File: config.mk
export PLATFORM = sky130hd
export DESIGN_NAME = http_response_deframer
export DESIGN_NICKNAME = d
export VERILOG_FILES = /design/src/design/hrd_pkg.sv /design/src/design/hrd_parser.sv /design/src/design/http_response_deframer.sv
export SDC_FILE = /design/constraint.sdc
export NUM_CORES = 1
export LEC_CHECK = 0
export BUFFER_PORTS_ARGS = -buffer_cell sky130_fd_sc_hd__clkbuf_2
export CAP_MARGIN = 15
export CORE_UTILIZATION = 65
export DETAILED_ROUTE_END_ITERATION = 12
export PLACE_DENSITY = 0.8
export SETUP_SLACK_MARGIN = 0.4
export SLEW_MARGIN = 10
export SYNTH_ARGS = -nofsm -noshare
export SYNTH_HDL_FRONTEND = slang
export SYNTH_SLANG_ARGS = --single-unit
File: constraint.sdc
create_clock -name clk -period 8.65 [get_ports clk]
set_clock_uncertainty 0.1 [all_clocks]
set_input_delay 1.73 -clock clk [delete_from_list [all_inputs] [get_ports clk]]
set_output_delay 1.73 -clock clk [all_outputs]
set_load 0.03 [all_outputs]
File: src/design/hrd_pkg.sv
// shared types, constants and the header name table for the http response deframer
`default_nettype none

package hrd_pkg;

  localparam int LEN_BITS_DEFAULT = 32;
  localparam int FIFO_DEPTH = 4;

  localparam logic [7:0] CH_CR    = 8'd13;
  localparam logic [7:0] CH_LF    = 8'd10;
  localparam logic [7:0] CH_COLON = 8'd58;
  localparam logic [7:0] CH_SPACE = 8'd32;
  localparam logic [3:0] NAME_LEN = 4'd14;

  localparam logic [1:0] KIND_BODY     = 2'd0;
  localparam logic [1:0] KIND_HEADERS  = 2'd1;
  localparam logic [1:0] KIND_COMPLETE = 2'd2;
  localparam logic [1:0] KIND_OVERFLOW = 2'd3;

  typedef struct packed {
    logic [7:0] rx_byte;
    logic       start_message;
  } hrd_in_t;

  typedef struct packed {
    logic [1:0] kind;
    logic [7:0] body_byte;
    logic       is_chunked;
    logic       last_of_run;
  } hrd_out_t;

  // results caused by one byte, at most two
  typedef struct packed {
    logic [1:0] count;
    hrd_out_t   first;
    hrd_out_t   second;
  } hrd_emit_t;

  // "Content-Length", one character per position
  function automatic logic [7:0] name_char(input logic [3:0] idx);
    logic [7:0] c;
    case (idx)
      4'd0:    c = 8'h43;
      4'd1:    c = 8'h6f;
      4'd2:    c = 8'h6e;
      4'd3:    c = 8'h74;
      4'd4:    c = 8'h65;
      4'd5:    c = 8'h6e;
      4'd6:    c = 8'h74;
      4'd7:    c = 8'h2d;
      4'd8:    c = 8'h4c;
      4'd9:    c = 8'h65;
      4'd10:   c = 8'h6e;
      4'd11:   c = 8'h67;
      4'd12:   c = 8'h74;
      4'd13:   c = 8'h68;
      default: c = 8'h00;
    endcase
    return c;
  endfunction

endpackage

`default_nettype wire

File: src/design/hrd_parser.sv
// per-byte header and framing state machine, yields up to two results per byte
`default_nettype none

module hrd_parser
  import hrd_pkg::*;
#(
  parameter int LEN_BITS = LEN_BITS_DEFAULT
) (
  input  wire logic      clk,
  input  wire logic      rst,
  input  wire logic      take,
  input  wire hrd_in_t   item,
  output hrd_emit_t      emit
);

  typedef enum logic [3:0] {
    PH_HDR        = 4'd0,
    PH_BODY_LEN   = 4'd1,
    PH_CHUNK_SIZE = 4'd2,
    PH_CHUNK_DATA = 4'd3,
    PH_CHUNK_END  = 4'd4,
    PH_DONE       = 4'd5,
    PH_ERROR      = 4'd6
  } phase_t;

  phase_t              phase, phase_next;
  logic                prev_cr, prev_cr_next;
  logic                has_colon, has_colon_next;
  logic                line_empty, line_empty_next;
  logic [3:0]          name_pos, name_pos_next;
  logic                name_match, name_match_next;
  logic [LEN_BITS-1:0] acc, acc_next;
  logic                len_present, len_present_next;
  logic [LEN_BITS-1:0] remaining, remaining_next;
  logic                hex_done, hex_done_next;

  // current state as seen by this byte (start_message restarts first)
  phase_t              cur_phase;
  logic                cur_prev_cr;
  logic                cur_has_colon;
  logic                cur_line_empty;
  logic [3:0]          cur_name_pos;
  logic                cur_name_match;
  logic [LEN_BITS-1:0] cur_acc;
  logic                cur_len_present;
  logic [LEN_BITS-1:0] cur_remaining;
  logic                cur_hex_done;

  logic [7:0]          b;
  logic                eol;
  logic [LEN_BITS+3:0] dec_sum;
  logic                dec_digit;
  logic [3:0]          hex_val;
  logic                hex_digit;
  hrd_emit_t           res;

  function automatic hrd_out_t mk(input logic [1:0] k, input logic [7:0] d, input logic ch);
    hrd_out_t r;
    r.kind        = k;
    r.body_byte   = d;
    r.is_chunked  = ch;
    r.last_of_run = 1'b0;
    return r;
  endfunction

  always_comb begin
    b = item.rx_byte;
    if (item.start_message) begin
      cur_phase       = PH_HDR;
      cur_prev_cr     = 1'b0;
      cur_has_colon   = 1'b0;
      cur_line_empty  = 1'b1;
      cur_name_pos    = '0;
      cur_name_match  = 1'b1;
      cur_acc         = '0;
      cur_len_present = 1'b0;
      cur_remaining   = '0;
      cur_hex_done    = 1'b0;
    end else begin
      cur_phase       = phase;
      cur_prev_cr     = prev_cr;
      cur_has_colon   = has_colon;
      cur_line_empty  = line_empty;
      cur_name_pos    = name_pos;
      cur_name_match  = name_match;
      cur_acc         = acc;
      cur_len_present = len_present;
      cur_remaining   = remaining;
      cur_hex_done    = hex_done;
    end
    eol = (b == CH_LF) && cur_prev_cr;

    // acc*10 + digit; overflow when anything lands above LEN_BITS
    dec_digit = (b >= 8'h30) && (b <= 8'h39);
    dec_sum = ({4'b0, cur_acc} << 3) + ({4'b0, cur_acc} << 1) + {{LEN_BITS{1'b0}}, 4'(b - 8'h30)};

    hex_digit = 1'b1;
    if ((b >= 8'h30) && (b <= 8'h39)) begin
      hex_val = 4'(b - 8'h30);
    end else if ((b >= 8'h61) && (b <= 8'h66)) begin
      hex_val = 4'(b - 8'h57);
    end else if ((b >= 8'h41) && (b <= 8'h46)) begin
      hex_val = 4'(b - 8'h37);
    end else begin
      hex_val = 4'd0;
      hex_digit = 1'b0;
    end

    phase_next       = cur_phase;
    prev_cr_next     = cur_prev_cr;
    has_colon_next   = cur_has_colon;
    line_empty_next  = cur_line_empty;
    name_pos_next    = cur_name_pos;
    name_match_next  = cur_name_match;
    acc_next         = cur_acc;
    len_present_next = cur_len_present;
    remaining_next   = cur_remaining;
    hex_done_next    = cur_hex_done;
    res              = '0;

    case (cur_phase)
      PH_HDR: begin
        if (eol) begin
          if (!cur_line_empty) begin
            has_colon_next  = 1'b0;
            line_empty_next = 1'b1;
            name_pos_next   = '0;
            name_match_next = 1'b1;
          end else if (cur_len_present) begin
            res.first = mk(KIND_HEADERS, 8'd0, 1'b0);
            res.count = 2'd1;
            if (cur_acc == '0) begin
              res.second = mk(KIND_COMPLETE, 8'd0, 1'b0);
              res.count  = 2'd2;
              phase_next = PH_DONE;
            end else begin
              remaining_next = cur_acc;
              phase_next     = PH_BODY_LEN;
            end
          end else begin
            res.first     = mk(KIND_HEADERS, 8'd0, 1'b1);
            res.count     = 2'd1;
            acc_next      = '0;
            hex_done_next = 1'b0;
            phase_next    = PH_CHUNK_SIZE;
          end
          prev_cr_next = 1'b0;
        end else begin
          // a lone cr spoils the line for name matching
          if (cur_prev_cr) begin
            name_match_next = 1'b0;
            line_empty_next = 1'b0;
          end
          if (b != CH_CR) begin
            line_empty_next = 1'b0;
          end
          prev_cr_next = (b == CH_CR);
          if (!cur_has_colon) begin
            if (b == CH_COLON) begin
              has_colon_next = 1'b1;
              if (name_match_next && (cur_name_pos == NAME_LEN)) begin
                len_present_next = 1'b1;
                acc_next         = '0;
              end
            end else if ((cur_name_pos < NAME_LEN) && (b == name_char(cur_name_pos))) begin
              name_pos_next = cur_name_pos + 4'd1;
            end else begin
              name_match_next = 1'b0;
            end
          end else if (name_match_next && (cur_name_pos == NAME_LEN)) begin
            if (dec_digit) begin
              if (dec_sum[LEN_BITS+3:LEN_BITS] != 4'd0) begin
                res.first  = mk(KIND_OVERFLOW, 8'd0, 1'b0);
                res.count  = 2'd1;
                phase_next = PH_ERROR;
              end else begin
                acc_next = dec_sum[LEN_BITS-1:0];
              end
            end else if (b != CH_SPACE) begin
              name_match_next = 1'b0;
            end
          end
        end
      end

      PH_CHUNK_SIZE: begin
        if (eol) begin
          if (cur_acc == '0) begin
            res.first  = mk(KIND_COMPLETE, 8'd0, 1'b1);
            res.count  = 2'd1;
            phase_next = PH_DONE;
          end else begin
            remaining_next = cur_acc;
            phase_next     = PH_CHUNK_DATA;
          end
          prev_cr_next = 1'b0;
        end else begin
          prev_cr_next = (b == CH_CR);
          if (!cur_hex_done) begin
            if (!hex_digit) begin
              hex_done_next = 1'b1;
            end else if (cur_acc[LEN_BITS-1:LEN_BITS-4] != 4'd0) begin
              res.first  = mk(KIND_OVERFLOW, 8'd0, 1'b1);
              res.count  = 2'd1;
              phase_next = PH_ERROR;
            end else begin
              acc_next = {cur_acc[LEN_BITS-5:0], hex_val};
            end
          end
        end
      end

      PH_CHUNK_DATA: begin
        res.first      = mk(KIND_BODY, b, 1'b1);
        res.count      = 2'd1;
        remaining_next = cur_remaining - LEN_BITS'(1);
        if (cur_remaining == {{(LEN_BITS - 1){1'b0}}, 1'b1}) begin
          phase_next = PH_CHUNK_END;
        end
      end

      PH_CHUNK_END: begin
        // trailer bytes up to the lf are dropped
        if (b == CH_LF) begin
          acc_next      = '0;
          hex_done_next = 1'b0;
          prev_cr_next  = 1'b0;
          phase_next    = PH_CHUNK_SIZE;
        end
      end

      PH_BODY_LEN: begin
        res.first      = mk(KIND_BODY, b, 1'b0);
        res.count      = 2'd1;
        remaining_next = cur_remaining - LEN_BITS'(1);
        if (cur_remaining == {{(LEN_BITS - 1){1'b0}}, 1'b1}) begin
          res.second = mk(KIND_COMPLETE, 8'd0, 1'b0);
          res.count  = 2'd2;
          phase_next = PH_DONE;
        end
      end

      default: begin
      end
    endcase

    if (res.count == 2'd1) begin
      res.first.last_of_run = 1'b1;
    end
    if (res.count == 2'd2) begin
      res.second.last_of_run = 1'b1;
    end
    emit = res;
  end

  always_ff @(posedge clk) begin
    if (rst) begin
      phase       <= PH_HDR;
      prev_cr     <= 1'b0;
      has_colon   <= 1'b0;
      line_empty  <= 1'b1;
      name_pos    <= '0;
      name_match  <= 1'b1;
      acc         <= '0;
      len_present <= 1'b0;
      remaining   <= '0;
      hex_done    <= 1'b0;
    end else if (take) begin
      phase       <= phase_next;
      prev_cr     <= prev_cr_next;
      has_colon   <= has_colon_next;
      line_empty  <= line_empty_next;
      name_pos    <= name_pos_next;
      name_match  <= name_match_next;
      acc         <= acc_next;
      len_present <= len_present_next;
      remaining   <= remaining_next;
      hex_done    <= hex_done_next;
    end
  end

endmodule

`default_nettype wire

File: src/design/http_response_deframer.sv
// top level: byte parser feeding a four-entry result queue
// ordering: results of a taken byte are registered into the queue and offered on out_data behind any older results
// throughput: one byte per cycle; a byte with two results fills two queue entries on the output side,
//   and in_ready drops while fewer than two queue entries are free
// reset: synchronous rst clears the parser to header line start and empties the queue
`default_nettype none

module http_response_deframer
  import hrd_pkg::*;
#(
  parameter int LEN_BITS = LEN_BITS_DEFAULT
) (
  input  wire logic     clk,
  input  wire logic     rst,
  input  wire logic     in_valid,
  output logic          in_ready,
  input  wire hrd_in_t  in_data,
  output logic          out_valid,
  input  wire logic     out_ready,
  output hrd_out_t      out_data
);

  localparam int PTR_BITS = $clog2(FIFO_DEPTH);
  localparam int CNT_BITS = PTR_BITS + 1;

  hrd_emit_t            emit;
  logic                 take;
  logic                 pop;
  hrd_out_t             queue [FIFO_DEPTH];
  logic [PTR_BITS-1:0]  wr_ptr, rd_ptr;
  logic [PTR_BITS-1:0]  wr_ptr_second;
  logic [CNT_BITS-1:0]  count, count_next;
  logic [CNT_BITS-1:0]  push_n;

  hrd_parser #(
    .LEN_BITS(LEN_BITS)
  ) u_parser (
    .clk  (clk),
    .rst  (rst),
    .take (take),
    .item (in_data),
    .emit (emit)
  );

  // room for the worst case of two results
  assign in_ready  = (count <= CNT_BITS'(FIFO_DEPTH - 2));
  assign take      = in_valid && in_ready;
  assign out_valid = (count != '0);
  assign out_data  = queue[rd_ptr];
  assign pop       = out_valid && out_ready;

  assign wr_ptr_second = wr_ptr + PTR_BITS'(1);
  assign push_n        = take ? CNT_BITS'(emit.count) : '0;
  assign count_next    = count + push_n - CNT_BITS'(pop);

  always_ff @(posedge clk) begin
    if (take && (emit.count != 2'd0)) begin
      queue[wr_ptr] <= emit.first;
    end
    if (take && (emit.count == 2'd2)) begin
      queue[wr_ptr_second] <= emit.second;
    end
  end

  always_ff @(posedge clk) begin
    if (rst) begin
      wr_ptr <= '0;
      rd_ptr <= '0;
      count  <= '0;
    end else begin
      wr_ptr <= wr_ptr + PTR_BITS'(push_n);
      if (pop) begin
        rd_ptr <= rd_ptr + PTR_BITS'(1);
      end
      count <= count_next;
    end
  end

  a_count_bound: assert property (@(posedge clk) disable iff (rst)
    count <= CNT_BITS'(FIFO_DEPTH))
    else $error("result queue overfilled");

  a_results_shown: assert property (@(posedge clk) disable iff (rst)
    (take && (emit.count != 2'd0)) |=> out_valid)
    else $error("results of a taken byte not offered");

  a_empty_after_reset: assert property (@(posedge clk)
    rst |=> (!out_valid && in_ready))
    else $error("queue not empty after reset");

  a_last_marks_run: assert property (@(posedge clk) disable iff (rst)
    (take && (emit.count == 2'd2)) |-> (!emit.first.last_of_run && emit.second.last_of_run))
    else $error("last_of_run misplaced in a two-result run");

endmodule

`default_nettype wire
==> summary.md <==
| Metric | Value |
|---|---|
| Post-DP HPWL | `27500 um` |
| Final setup violation count | `0` |
| Post-Syn Instances | `1511` |
| I/O Pins | `27` |
| Congestion Overflow GR | `0` |
| Wirelength per Cell | `22.8 um` |
| Combinational power share | `0.243` |
| Tightest Pin Transition | `1210 ps` |
| Syn nets | `1604` |
| Placed cell areas | `11500 sq um` |
| Max-Cap Viols | `0` |
| Slew headroom | `0.187` |
| Post-synth ARST share | `0` |
| Core area | `17200 sq um` |
| Vias per cell | `7.18` |
| Layout area overhead | `6.94%` |
| Mapped Avg Cell Area | `7.53 sq um` |
| Netlist cell types | `85` |
| Nets@finish | `1574` |
| CTS tree | `done` |
| Arr. time, crit path | `7760 ps` |
| Placer congestion estimate | `1.08` |
| Area taken by multi-input logic gates | `8060 sq um` |
| Setup tns final | `0 ps` |
| Drc violations | `0` |
| Clk sinks | `135` |
| Die Area | `18000 sq um` |
| Peak Freq | `132 MHz` |
| Switching Power | `0.000708 W` |
| # Post-CTS Setup Buffers | `0` |
| Fillcell total | `1423` |
| PwrDens | `165 nW/um^2` |
| R2r setup slk | `2410 ps` |
| DRT iter0 DRCs | `1747` |
| Hold-fix buffers, CTS | `0` |
| Final min period | `7550 ps` |
| First-pass GRT wire length | `61600 um` |
| Die width | `134 um` |
| Number of synthesized register bits | `135` |
| Dominant synthesized flop cell | `dfxtp_1` |
| Switching Share | `0.352` |
| Setup crit start kind | `input port` |
| Worst-path clk slew | `60 ps` |
| # placed instances | `1687` |
| # diodes | `0` |
| Crit path kind | `in2reg` |
| Final Cycle Share | `0.873` |
| Clock power frac | `0.399` |
| Overall routing resource usage | `0.437` |
| Worst Setup Slack, final | `1100 ps` |
| Chip Height | `134 um` |
| Finished Cell Area | `12200 sq um` |
| Final hold violation count | `0` |
| Crit end category | `flop` |
| Root Buffer | `clkbuf_16` |
| Worst vdd ir | `0.000209 V` |
| Tot Pwr | `0.00201 W` |
| Pre-Repair DR Iteration Count | `10` |
| Place WS | `1000 ps` |
| Seq. cell area | `2780 sq um` |
| Initial antenna violation count | `0` |
| Clk buf depth | `2` |
| Number of H-tree levels | `4` |
| Vias in the first global route | `11500` |
| Hold Crit Class | `reg2reg` |
| Row cnt | `48` |
| Status | `completed` |
| Worst-Skew Late Latency | `450 ps` |
| IO buf count | `26` |
| Starting Density | `0.663` |
| WP data required | `8860 ps` |
| EDFF count, synth | `8` |
| Worst Path Max Fanout | `49` |
| Mapped Area | `11400 sq um` |
| CP max stage delay | `800 ps` |
| Crit-path most repeated cell | `ha_1` |
| Ratio of cells with drive above 1 in the final layout | `0.0843` |
| CP cell instances | `buf_2 > buf_4 > nor2b_1 > ha_1 > ha_1 > nand4_1 > nor3_1 > o31ai_1 > a22oi_1 > a311oi_1 > o221ai_2 > nor2_1 > o31ai_1 > nand2_1 > ha_1 > inv_1 > ha_1 > inv_1 > fa_1 > xnor2_1 > xnor2_1 > nor2_1` |
| Leakage | `4.87 nW` |
| Internal power | `0.00130 W` |
| Fin. max-slew vios | `0` |
| Clock buffer count from CTS | `17` |
| RSZ-0062 raised after global routing | `false` |
| Sequential share of power | `0.358` |
| Seq/Total Area, Yosys | `0.244` |
| WL final | `39200 um` |
| Routed Antenna Nets | `0` |
| Slowest CP cell | `nor2b_1` |
| Largest net degree at the start of global routing | `60` |
| Vias after detailed routing | `12300` |
| Layout Cells excl Fill | `1719` |
| CTS resizes | `0` |
| Warnings from Yosys | `0` |
-- power groups by stage --
stage	sequential (W)	combinational [W]	clock (W)
after global placement	0.000728	0.000453	0
after CTS	0.000715	0.000468	0.000795
after floorplan	0.000695	0.000349	0
after global routing	0.000724	0.000519	0.000823
after detailed placement	0.000728	0.000466	0
final	0.000720	0.000488	0.000803
-- cells by family (layout without fill, tap and decap cells) --
family,Yosys count,after routing,synth area share
AO/OA/AOI/OAI,482,482,0.274
XOR/XNOR,47,47,0.0362
adder cells (fa/ha/maj),80,80,0.0893
buffers and inverters,132,115,0.0483
flip-flops,135,135,0.244
multiplexers,80,80,0.0844
AND/OR/NAND/NOR,555,555,0.223
-- sequential cells by signal, summed over array words and instances, names as in the netlist, named ones only --
register              cells
rd_ptr                    2
count                     3
queue                    48
u_parser.len_present      1
u_parser.hex_done         1
u_parser.has_colon        1
u_parser.prev_cr          1
u_parser.name_pos         4
u_parser.name_match       1
u_parser.remaining       32
wr_ptr                    2
u_parser.phase            4
u_parser.acc             32
u_parser.line_empty       1
-- path summary, 6_finish.rpt --
kind	startpoint	end	cells after the start
worst max-delay path	in_data[0]	count[2]$_SDFF_PP0_	22
worst min-delay path	queue[0][7]$_SDFFE_PP0P_	queue[0][7]$_SDFFE_PP0P_	2
worst max register to register	u_parser.acc[8]$_SDFFE_PP0P_	count[2]$_SDFF_PP0_	20
worst min register to register	queue[0][7]$_SDFFE_PP0P_	queue[0][7]$_SDFFE_PP0P_	2
-- through the flow --
| step | util | hold slack [ps] |
|---|---|---|
| after floorplan | - | 332 |
| after global placement | 0.672 | 341 |
| after detailed placement | 0.672 | 353 |
| after CTS | 0.709 | 363 |
| after global routing | 0.709 | 380 |
| final | 0.709 | 359 |
-- final cells by class --
type / count / share of cell area
multi-input combinational: 1244 / 0.662
timing repair buffer: 45 / 0.0224
clock inverter: 13 / 0.0150
clock buffer: 19 / 0.0373
tap: 225 / 0.0231
inverter: 38 / 0.0117
sequential: 135 / 0.229
-- Yosys cell counts (28+ instances only) --
cell / count / area share
nand2_1: 193 / 0.064
nor2_1: 164 / 0.054
a21oi_1: 129 / 0.057
dfxtp_1: 127 / 0.22
o21ai_0: 116 / 0.051
ha_1: 78 / 0.086
clkbuf_1: 66 / 0.022
mux2i_1: 60 / 0.053
nor3_1: 50 / 0.022
nand3_1: 37 / 0.016
inv_1: 35 / 0.012
xnor2_1: 30 / 0.023
a31oi_1: 28 / 0.015
-- metal layers --
metal / GRT usage / wire [um]
met2: 0.686 / 17300
met3: 0.107 / 4240
met4: 0.288 / 2730
met1: 0.532 / 14900
met5: 0 / 0
-- layout by cell type, fill, tap and decap left out, types with 20 or more instances in the layout --
cell / count
a211oi_1: 21
a21oi_1: 129
a31oi_1: 28
clkbuf_2: 25
dfxtp_1: 127
ha_1: 78
inv_1: 35
mux2i_1: 60
nand2_1: 193
nand3_1: 37
nor2_1: 164
nor2b_1: 27
nor3_1: 49
nor4_1: 25
o21ai_0: 116
o31ai_1: 20
xnor2_1: 30
-- worst max-delay path, delay by kind of cell --
family	cells	cell delay, ps
AOI/OAI and AO/OA	5	1810
buffers and inverters	4	510
xor gates and xnor gates	2	320
adders and majority gates	5	1640
and+or+nand+nor	6	1710
Note: power is estimated with default switching activity, not from simulation.
